File: config.mk
export PLATFORM = sky130hd
export DESIGN_NAME = current_loop_distance_scanner_top_flat
export DESIGN_NICKNAME = d
export VERILOG_FILES = /design/src/rtl/clds_pkg.sv /design/src/rtl/clds_ifs.sv /design/src/rtl/clds_front.sv /design/src/rtl/clds_fifo.sv /design/src/rtl/clds_back.sv /design/src/rtl/current_loop_distance_scanner_top.sv /design/src/flat_wrapper.sv
export SDC_FILE = /design/constraint.sdc
export NUM_CORES = 2
export LEC_CHECK = 0
export BUFFER_PORTS_ARGS = -buffer_cell sky130_fd_sc_hd__buf_2
export CORE_ASPECT_RATIO = 0.6
export CORE_MARGIN = 2
export CORE_UTILIZATION = 50
export DETAILED_ROUTE_END_ITERATION = 16
export GPL_TIMING_DRIVEN = 0
export HOLD_SLACK_MARGIN = 0.08
export PLACE_DENSITY = 0.66
export SLEW_MARGIN = 15
export SYNTH_ARGS = -nofsm -noshare
export SYNTH_HDL_FRONTEND = slang
export SYNTH_HIERARCHICAL = 1
export SYNTH_SLANG_ARGS = --single-unit
File: constraint.sdc
create_clock -name clk -period 12.9 [get_ports clk]
set_input_delay 3.225 -clock clk [delete_from_list [all_inputs] [get_ports clk]]
set_output_delay 3.225 -clock clk [all_outputs]
set_load 0.1 [all_outputs]
File: src/rtl/clds_pkg.sv
// shared types and constants of the distance scanner
package clds_pkg;

	localparam int MAX_SENSORS = 4;
	localparam int SENSOR_W    = 4;
	localparam int SAMPLE_W    = 16;
	localparam int DIST_W      = 16;
	localparam int COUNT_W     = 5;
	localparam int LIMIT_W     = 17;
	localparam int IDX_W       = 3;
	localparam int MN_W        = 14;
	localparam int NUM_W       = 32;
	localparam int DIV_CNT_W   = 4;

	// x / 5 == (x * RECIP5) >> RECIP5_SHIFT for every 16 bit x
	localparam logic [15:0] RECIP5       = 16'd52429;
	localparam int          RECIP5_SHIFT = 18;

	localparam logic [DIV_CNT_W-1:0] DIV_LAST = 4'd15;

	localparam logic [15:0]        PERIOD_RST = 16'd1;
	localparam logic [COUNT_W-1:0] ACTIVE_RST = 5'd1;
	localparam logic [15:0]        FSCALE_RST = 16'd4095;
	localparam logic [15:0]        NEAR_RST   = 16'd0;
	localparam logic [15:0]        FAR_RST    = 16'hFFFF;
	localparam logic [LIMIT_W-1:0] REJECT_OFF = 17'h1FFFF;

	typedef enum logic [IDX_W-1:0] {
		REG_PERIOD = 3'd0,
		REG_ACTIVE = 3'd1,
		REG_FSCALE = 3'd2,
		REG_NEAR   = 3'd3,
		REG_FAR    = 3'd4,
		REG_REJECT = 3'd5
	} cfg_reg_t;

	typedef struct packed {
		logic [15:0]        period_ticks;
		logic [COUNT_W-1:0] active_sensors;
		logic [15:0]        full_scale;
		logic [15:0]        near_distance;
		logic [15:0]        far_distance;
		logic [LIMIT_W-1:0] reject_beyond;
	} cfg_t;

	// one classified tick handed from the front to the back
	typedef struct packed {
		logic                measured;
		logic [SENSOR_W-1:0] meas_idx;
		logic [SAMPLE_W-1:0] sample;
		logic [SENSOR_W-1:0] enabled;
		logic                any_enabled;
	} job_t;

	typedef struct packed {
		logic                measured;
		logic [SENSOR_W-1:0] measured_sensor;
		logic [DIST_W-1:0]   distance;
		logic                distance_valid;
		logic [SENSOR_W-1:0] enabled_sensor;
		logic                any_enabled;
	} result_t;

	// queue status seen by its neighbours
	typedef struct packed {
		logic full;
		logic empty;
	} q_stat_t;

endpackage

File: src/rtl/clds_ifs.sv
// stream interfaces for sample words and result words
interface clds_sample_if import clds_pkg::*; ();
	logic                valid;
	logic                ready;
	logic [SAMPLE_W-1:0] adc_sample;

	modport source (output valid, output adc_sample, input ready);
	modport sink (input valid, input adc_sample, output ready);
endinterface

interface clds_result_if import clds_pkg::*; ();
	logic                valid;
	logic                ready;
	logic                measured;
	logic [SENSOR_W-1:0] measured_sensor;
	logic [DIST_W-1:0]   distance;
	logic                distance_valid;
	logic [SENSOR_W-1:0] enabled_sensor;
	logic                any_enabled;

	modport source (output valid, output measured, output measured_sensor, output distance,
		output distance_valid, output enabled_sensor, output any_enabled, input ready);
	modport sink (input valid, input measured, input measured_sensor, input distance,
		input distance_valid, input enabled_sensor, input any_enabled, output ready);
	modport monitor (input valid, input ready, input measured, input measured_sensor,
		input distance, input distance_valid, input enabled_sensor, input any_enabled);
endinterface

File: src/rtl/clds_front.sv
// front end: tick acceptance, wait counting and round-robin sensor selection
module clds_front import clds_pkg::*; (
	input  logic              clk,
	input  logic              arst_n,
	input  cfg_t              cfg,
	clds_sample_if.sink       samples,
	input  q_stat_t           q_stat,
	output logic              push,
	output job_t              job
);

	logic [15:0]          wait_q;
	logic [SENSOR_W-1:0]  cur_q;
	logic                 started_q;

	logic [15:0]          wait_d;
	logic [SENSOR_W-1:0]  cur_d;
	logic                 started_d;
	logic [COUNT_W-1:0]   count;
	logic [COUNT_W-1:0]   cur_inc;
	logic                 meas;

	assign samples.ready = !q_stat.full;
	assign push          = samples.valid && samples.ready;

	always_comb begin
		count = cfg.active_sensors;
		if (count == '0)
			count = COUNT_W'(1);
		if (count > COUNT_W'(MAX_SENSORS))
			count = COUNT_W'(MAX_SENSORS);
		cur_inc   = {1'b0, cur_q} + COUNT_W'(1);
		wait_d    = wait_q;
		cur_d     = cur_q;
		started_d = started_q;
		meas      = 1'b0;
		if (wait_q != '0) begin
			wait_d = wait_q - 16'd1;
		end else begin
			if (started_q) begin
				meas  = 1'b1;
				cur_d = (cur_inc >= count) ? '0 : cur_inc[SENSOR_W-1:0];
			end else begin
				cur_d = '0;
			end
			started_d = 1'b1;
			wait_d    = (cfg.period_ticks == '0) ? '0 : cfg.period_ticks - 16'd1;
		end
		job.measured    = meas;
		job.meas_idx    = meas ? cur_q : '0;
		job.sample      = samples.adc_sample;
		job.enabled     = cur_d;
		job.any_enabled = started_d;
	end

	always_ff @(posedge clk or negedge arst_n) begin
		if (!arst_n) begin
			wait_q    <= '0;
			cur_q     <= '0;
			started_q <= 1'b0;
		end else if (push) begin
			wait_q    <= wait_d;
			cur_q     <= cur_d;
			started_q <= started_d;
		end
	end

endmodule

File: src/rtl/clds_fifo.sv
// two-entry queue of classified ticks between front and back
module clds_fifo import clds_pkg::*; (
	input  logic    clk,
	input  logic    arst_n,
	input  logic    push,
	input  job_t    push_job,
	input  logic    pop,
	output job_t    pop_job,
	output q_stat_t q_stat
);

	job_t       mem_q [2];
	logic       wr_ptr_q;
	logic       rd_ptr_q;
	logic [1:0] cnt_q;

	assign q_stat.full  = (cnt_q == 2'd2);
	assign q_stat.empty = (cnt_q == 2'd0);
	assign pop_job      = mem_q[rd_ptr_q];

	always_ff @(posedge clk) begin
		if (push)
			mem_q[wr_ptr_q] <= push_job;
	end

	always_ff @(posedge clk or negedge arst_n) begin
		if (!arst_n) begin
			wr_ptr_q <= 1'b0;
			rd_ptr_q <= 1'b0;
			cnt_q    <= '0;
		end else begin
			if (push)
				wr_ptr_q <= !wr_ptr_q;
			if (pop)
				rd_ptr_q <= !rd_ptr_q;
			case ({push, pop})
				2'b10:   cnt_q <= cnt_q + 2'd1;
				2'b01:   cnt_q <= cnt_q - 2'd1;
				default: cnt_q <= cnt_q;
			endcase
		end
	end

endmodule

File: src/rtl/clds_back.sv
// back end: sample scaling with a radix-4 divider and the result register
module clds_back import clds_pkg::*; (
	input  logic          clk,
	input  logic          arst_n,
	input  cfg_t          cfg,
	input  q_stat_t       q_stat,
	input  job_t          pop_job,
	output logic          pop,
	clds_result_if.source results
);

	typedef enum logic [2:0] {
		B_IDLE,
		B_MN,
		B_PREP,
		B_MUL,
		B_DIV,
		B_FIN,
		B_DONE
	} state_t;

	state_t               state_q;
	logic                 out_v_q;
	logic [DIV_CNT_W-1:0] cnt_q;

	job_t                 job_q;
	result_t              pend_q;
	result_t              res_q;
	logic [31:0]          prod5_q;
	logic                 fault_q;
	logic                 low_q;
	logic [15:0]          diff_q;
	logic [15:0]          mag_q;
	logic                 neg_q;
	logic [15:0]          den_q;
	logic [NUM_W-1:0]     num_q;
	logic [15:0]          rem_q;

	logic [15:0]          mx;
	logic                 out_free;
	logic [16:0]          span;
	logic [16:0]          t;
	logic [15:0]          r;
	logic [NUM_W-1:0]     n;
	logic signed [33:0]   qs;
	logic signed [33:0]   d;
	logic signed [33:0]   rej_ext;
	logic                 too_far;
	logic                 ok;
	logic [DIST_W-1:0]    dist_clamp;

	assign mx       = (cfg.full_scale == '0) ? 16'd1 : cfg.full_scale;
	assign out_free = !out_v_q || results.ready;
	assign pop      = (state_q == B_IDLE) && !q_stat.empty;
	assign span     = {1'b0, cfg.far_distance} - {1'b0, cfg.near_distance};

	// two restoring division steps per cycle
	always_comb begin
		r = rem_q;
		n = num_q;
		t = '0;
		for (int i = 0; i < 2; i++) begin
			t = {r, n[NUM_W-1]};
			n = {n[NUM_W-2:0], 1'b0};
			if (t >= {1'b0, den_q}) begin
				r    = 16'(t - {1'b0, den_q});
				n[0] = 1'b1;
			end else begin
				r = t[15:0];
			end
		end
	end

	// signed offset, limit check and clamp
	always_comb begin
		qs      = neg_q ? -$signed({2'b00, num_q}) : $signed({2'b00, num_q});
		d       = $signed({18'd0, cfg.near_distance}) + qs;
		rej_ext = {{17{cfg.reject_beyond[LIMIT_W-1]}}, cfg.reject_beyond};
		too_far = (cfg.reject_beyond != REJECT_OFF) && (d > rej_ext);
		ok      = !fault_q && !too_far;
		if (!ok || d < 0)
			dist_clamp = '0;
		else if (d > 34'sd65535)
			dist_clamp = 16'hFFFF;
		else
			dist_clamp = d[DIST_W-1:0];
	end

	always_ff @(posedge clk or negedge arst_n) begin
		if (!arst_n) begin
			state_q <= B_IDLE;
			out_v_q <= 1'b0;
			cnt_q   <= '0;
		end else begin
			if (out_v_q && results.ready && state_q != B_DONE)
				out_v_q <= 1'b0;
			case (state_q)
				B_IDLE: begin
					if (!q_stat.empty)
						state_q <= pop_job.measured ? B_MN : B_DONE;
				end
				B_MN:   state_q <= B_PREP;
				B_PREP: state_q <= B_MUL;
				B_MUL: begin
					cnt_q   <= '0;
					state_q <= (fault_q || low_q) ? B_FIN : B_DIV;
				end
				B_DIV: begin
					cnt_q <= cnt_q + DIV_CNT_W'(1);
					if (cnt_q == DIV_LAST)
						state_q <= B_FIN;
				end
				B_FIN:  state_q <= B_DONE;
				B_DONE: begin
					if (out_free) begin
						out_v_q <= 1'b1;
						state_q <= B_IDLE;
					end
				end
				default: state_q <= B_IDLE;
			endcase
		end
	end

	always_ff @(posedge clk) begin
		case (state_q)
			B_IDLE: begin
				job_q                  <= pop_job;
				pend_q.measured        <= 1'b0;
				pend_q.measured_sensor <= '0;
				pend_q.distance        <= '0;
				pend_q.distance_valid  <= 1'b0;
				pend_q.enabled_sensor  <= pop_job.enabled;
				pend_q.any_enabled     <= pop_job.any_enabled;
			end
			B_MN:   prod5_q <= mx * RECIP5;
			B_PREP: begin
				fault_q <= job_q.sample <= {4'd0, prod5_q[31:RECIP5_SHIFT+2]};
				low_q   <= job_q.sample <= {2'd0, prod5_q[31:RECIP5_SHIFT]};
				diff_q  <= job_q.sample - {2'd0, prod5_q[31:RECIP5_SHIFT]};
				den_q   <= mx - {2'd0, prod5_q[31:RECIP5_SHIFT]};
				neg_q   <= span[16];
				mag_q   <= span[16] ? 16'(-span) : span[15:0];
			end
			B_MUL: begin
				num_q <= (fault_q || low_q) ? '0 : diff_q * mag_q;
				rem_q <= '0;
			end
			B_DIV: begin
				num_q <= n;
				rem_q <= r;
			end
			B_FIN: begin
				pend_q.measured        <= 1'b1;
				pend_q.measured_sensor <= job_q.meas_idx;
				pend_q.distance        <= dist_clamp;
				pend_q.distance_valid  <= ok;
			end
			B_DONE: begin
				if (out_free)
					res_q <= pend_q;
			end
			default: ;
		endcase
	end

	assign results.valid           = out_v_q;
	assign results.measured        = res_q.measured;
	assign results.measured_sensor = res_q.measured_sensor;
	assign results.distance        = res_q.distance;
	assign results.distance_valid  = res_q.distance_valid;
	assign results.enabled_sensor  = res_q.enabled_sensor;
	assign results.any_enabled     = res_q.any_enabled;

endmodule

File: src/rtl/current_loop_distance_scanner_top.sv
// top level of the round-robin 4-20 mA distance scanner
// Every sample word is one tick of the sensor that is currently enabled and gives
// exactly one result word. The front end counts the wait ticks and steps the scan
// round-robin over up to four sensors; it can run two ticks ahead of the back end,
// held in a two-entry queue. A tick that only counts down goes from the queue
// straight to the result register. A measuring tick passes through the back end in
// order: it is taken from the queue, then come the divide-by-five of full scale,
// the calibration terms, the 16x16 multiply and the radix-4 divider, then the
// offset, limit check and clamp, and last the step into the result register. A
// faulty reading or one at or below the 4 mA point skips the divider. The result
// register holds a finished word while the next tick is worked on.
module current_loop_distance_scanner_top import clds_pkg::*; (
	input  logic              clk,
	input  logic              arst_n,
	// register write port
	input  logic              wr_en,
	input  logic [IDX_W-1:0]  wr_index,
	input  logic [LIMIT_W-1:0] wr_data,
	// streams
	clds_sample_if.sink       samples,
	clds_result_if.source     results
);

	cfg_t    cfg_q;
	logic    push;
	logic    pop;
	job_t    push_job;
	job_t    pop_job;
	q_stat_t q_stat;

	// shared calibration registers, unknown indexes are dropped
	always_ff @(posedge clk or negedge arst_n) begin
		if (!arst_n) begin
			cfg_q.period_ticks   <= PERIOD_RST;
			cfg_q.active_sensors <= ACTIVE_RST;
			cfg_q.full_scale     <= FSCALE_RST;
			cfg_q.near_distance  <= NEAR_RST;
			cfg_q.far_distance   <= FAR_RST;
			cfg_q.reject_beyond  <= REJECT_OFF;
		end else if (wr_en) begin
			case (wr_index)
				REG_PERIOD: cfg_q.period_ticks   <= wr_data[15:0];
				REG_ACTIVE: cfg_q.active_sensors <= wr_data[COUNT_W-1:0];
				REG_FSCALE: cfg_q.full_scale     <= wr_data[15:0];
				REG_NEAR:   cfg_q.near_distance  <= wr_data[15:0];
				REG_FAR:    cfg_q.far_distance   <= wr_data[15:0];
				REG_REJECT: cfg_q.reject_beyond  <= wr_data;
				default: ;
			endcase
		end
	end

	// tick classification and scan state
	clds_front u_front (
		.clk    (clk),
		.arst_n (arst_n),
		.cfg    (cfg_q),
		.samples(samples),
		.q_stat (q_stat),
		.push   (push),
		.job    (push_job)
	);

	// decouples the front end from a busy divider
	clds_fifo u_fifo (
		.clk     (clk),
		.arst_n  (arst_n),
		.push    (push),
		.push_job(push_job),
		.pop     (pop),
		.pop_job (pop_job),
		.q_stat  (q_stat)
	);

	// scaling and result word
	clds_back u_back (
		.clk    (clk),
		.arst_n (arst_n),
		.cfg    (cfg_q),
		.q_stat (q_stat),
		.pop_job(pop_job),
		.pop    (pop),
		.results(results)
	);

endmodule

File: src/flat_wrapper.sv
// flat-port wrapper written by rule: the top's interface ports become plain ports
module current_loop_distance_scanner_top_flat import clds_pkg::*;
  (clk, arst_n, wr_en, wr_index, wr_data, samples_valid, samples_adc_sample, samples_ready, results_valid, results_measured, results_measured_sensor, results_distance, results_distance_valid, results_enabled_sensor, results_any_enabled, results_ready);
  clds_sample_if samples_i ();
  clds_result_if results_i ();
  input  logic clk;
  input  logic arst_n;
  input  logic wr_en;
  input  logic [IDX_W-1:0] wr_index;
  input  logic [LIMIT_W-1:0] wr_data;
  input wire logic [$bits(samples_i.valid)-1:0] samples_valid;
  input wire logic [$bits(samples_i.adc_sample)-1:0] samples_adc_sample;
  output wire logic [$bits(samples_i.ready)-1:0] samples_ready;
  output wire logic [$bits(results_i.valid)-1:0] results_valid;
  output wire logic [$bits(results_i.measured)-1:0] results_measured;
  output wire logic [$bits(results_i.measured_sensor)-1:0] results_measured_sensor;
  output wire logic [$bits(results_i.distance)-1:0] results_distance;
  output wire logic [$bits(results_i.distance_valid)-1:0] results_distance_valid;
  output wire logic [$bits(results_i.enabled_sensor)-1:0] results_enabled_sensor;
  output wire logic [$bits(results_i.any_enabled)-1:0] results_any_enabled;
  input wire logic [$bits(results_i.ready)-1:0] results_ready;
  assign samples_i.valid = samples_valid;
  assign samples_i.adc_sample = samples_adc_sample;
  assign samples_ready = samples_i.ready;
  assign results_valid = results_i.valid;
  assign results_measured = results_i.measured;
  assign results_measured_sensor = results_i.measured_sensor;
  assign results_distance = results_i.distance;
  assign results_distance_valid = results_i.distance_valid;
  assign results_enabled_sensor = results_i.enabled_sensor;
  assign results_any_enabled = results_i.any_enabled;
  assign results_i.ready = results_ready;
  current_loop_distance_scanner_top u_core (.clk(clk), .arst_n(arst_n), .wr_en(wr_en), .wr_index(wr_index), .wr_data(wr_data), .samples(samples_i), .results(results_i));
endmodule
==> metrics.txt <==
outcome finished clean; Post-synth EDFFs 239; worst r2r path cells 26; main area contributors after synthesis edfxtp_1, fa_1, ha_1; setup bufs post-CTS 0; element type at the critical path start flop; initial core utilization 0.507; final WL 90200 um; FMAX 106 MHz; Yosys top cell area share 0.208; Synth Flop Type edfxtp_1; CTS tree done; Synth Register Bits 358; Hold Path Sink u_core/u_back/results.distance[14]$_DFFE_PP_; drt drc 0; Max Slew Vio Count 0; Final setup viols 0; Layout area overhead 8.07%; antenna violations before repair 2; post-DP HPWL 73100 um; Syn Std Cell Area 0.0345 mm^2; Layout Skew 0.0263 ns; number of global-route vias before repair 24139; WS Path Type reg -> reg; CP max stage delay 0.72 ns; I/O pins 70; Vias/cell 5.62; DR pass1 iterations 5; Yosys cell types 104; R2R Path End u_core/u_back/num_q[0]$_DFFE_PP_; Post-synth ARST share 0.332; total number of vias 24984; Mapped Avg Cell Area 10.2 um^2; hold_buf cts 0; Crit path required time 13.14 ns; synth cell count leaders inv_1, ha_1, nand2_1, fa_1, edfxtp_1; gp weighted congestion 0.943; Post-Place Cells 4380; Post-Syn Instances 3400; hold path startpoint u_core/u_back/pend_q[20]$_SDFFCE_PP0P_; Root Buffer clkbuf_16; GRT overflow 0; dominant cell type by area after synthesis edfxtp_1; fin nets 4218; largest net degree at the start of global routing 85; initial DRC count 2277; register area share after synthesis 0.296; die width 343 um; slowest cell on the critical path o31ai_1; HP Class reg -> reg; worst-path fanout max 10; fin cells 4443; wire per inst 20.3 um; Register Area 0.0102 mm^2; Clk pin slew, worst setup/hold paths 0.06 ns; slew margin rel. 0.267; fin crit period 9.43 ns; post_cts resized 0; Std-Cell Rows 74; diode count 0; worst hold slack 0.417 ns; top-count cell post-synth inv_1; Fin. Hold Viols 0; port bufs 52; synth warn 6; CTS buffer count 35; gr usage total 0.258; first-pass GRT wire length 142000 um; Hold Crit Depth 0; total of max-cap violations 0; ANT nets after route 0; Skew-Pair Late Insertion Delay 0.57 ns; clock sinks 358; CTS Buffer Depth 3; Fill cells 6099; Final period util 0.731; Multi-input gate area 0.0217 mm^2; Setup TNS 0 ns; endpoint class of the critical path flop; Die H 208 um; setup slack at placement 3.89 ns; reg2reg start u_core/u_back/num_q[31]$_DFFE_PP_; H-tree Lvls 2; final worst setup slack 3.47 ns; FF-to-FF setup slack 3.47 ns; share of cells above drive strength 1 0.108; Worst-Margin Slew 1.10 ns; Core Area 0.0681 mm^2; unrepaired setup endpoints after global routing false; Critical Path AT 9.67 ns; CP most frequent cell o21ai_0; die area 0.0712 mm^2
[state kept, by name, summed over array words and instances, names as in the netlist, 2 cells and up]
| register | cells |
|---|---|
| u_core/u_front/cur_q | 4 |
| u_core/u_back/prod5_q | 14 |
| u_core/u_back/den_q | 16 |
| u_core/u_back/results.distance | 16 |
| u_core/u_back/cnt_q | 4 |
| u_core/cfg_q | 86 |
| u_core/u_back/rem_q | 16 |
| u_core/u_back/mag_q | 16 |
| u_core/u_fifo/cnt_q | 2 |
| u_core/u_front/wait_q | 16 |
| u_core/u_back/results.enabled_sensor | 4 |
| u_core/u_back/state_q | 3 |
| u_core/u_back/diff_q | 16 |
| u_core/u_back/job_q | 20 |
| u_core/u_back/num_q | 32 |
| u_core/u_fifo/mem_q | 52 |
| u_core/u_back/results.measured_sensor | 4 |
| u_core/u_back/pend_q | 27 |
[per-layer routing]
metal  share of wire  track usage  routed length [um]
met5               0            0                   0
met4          0.0080       0.0274                 724
met3            0.11       0.0705                9790
met2            0.38        0.339               34500
met1            0.50        0.425               45200
[stage by stage]
step                utilization  cell area, um^2
CTS                       0.547            37300
global placement          0.527            35900
floorplan                     -            34500
detailed placement        0.530            36100
finish                    0.547            37300
global route              0.547            37300
[kinds of logic (layout without fill, tap and decap cells)]
| kind of cell | Yosys count | in the layout | synth area share |
|---|---|---|---|
| flops | 358 | 358 | 0.296 |
| mux | 144 | 144 | 0.0484 |
| compound gates | 488 | 488 | 0.0942 |
| other cells | 1 | 2 | 0.000109 |
| simple gates | 910 | 910 | 0.134 |
| buf+inv | 647 | 777 | 0.0767 |
| fa+ha+maj | 672 | 672 | 0.305 |
| xor+xnor | 180 | 180 | 0.0457 |
[critical path, delay by kind of cell, from the launching register on]
| family | cells | cell delay, ns |
|---|---|---|
| buffers and inverters | 6 | 2.92 |
| adder cells (fa/ha/maj) | 2 | 0.60 |
| AO/OA/AOI/OAI | 15 | 4.53 |
| AND/OR/NAND/NOR | 3 | 0.38 |
| flip-flops | 1 | 0.64 |
[layout by cell type (no fill, tap or decap), drive strengths merged, types with 47 or more instances in the layout]
cell / count
xnor2: 130
dfstp: 47
dfrtp: 72
inv: 547
fa: 281
nand2: 294
a21o: 60
xor2: 50
a21oi: 113
and2: 109
clkbuf: 112
buf: 102
mux2: 126
o21ai: 104
edfxtp: 239
nor3: 81
nor2: 152
ha: 391
[layout make-up]
cell class,count,share of cell area
well taps,912,0.0306
clock inverters,15,0.00560
inverters,547,0.0550
repair buffers,67,0.0120
flip-flops and latches,358,0.274
clock buffers,48,0.0256
plain buffers,100,0.0160
multi-input cells,2396,0.581
[how the worst max path moves through the flow]
stage | start | end | slack [ns] | depth (start not counted)
global placement | u_core/u_back/num_q[31]$_DFFE_PP_ | u_core/u_back/rem_q[9]$_SDFFCE_PN0P_ | 3.93 | 26
floorplan | u_core/cfg_q[53]$_DFFE_PN1P_ | u_core/u_back/prod5_q[31]$_DFFE_PP_ | 5.58 | 26
global route | u_core/u_back/num_q[31]$_DFFE_PP_ | u_core/u_back/rem_q[9]$_SDFFCE_PN0P_ | 3.09 | 27
detailed placement | u_core/u_back/num_q[31]$_DFFE_PP_ | u_core/u_back/rem_q[12]$_SDFFCE_PN0P_ | 3.89 | 27
CTS | u_core/u_back/num_q[31]$_DFFE_PP_ | u_core/u_back/rem_q[12]$_SDFFCE_PN0P_ | 3.85 | 27
finish | u_core/u_back/num_q[31]$_DFFE_PP_ | u_core/u_back/num_q[0]$_DFFE_PP_ | 3.47 | 26
Power is left out: the tool's default activity adds up to more than one toggle a clock period on the data nets, which glitch-free logic cannot reach.
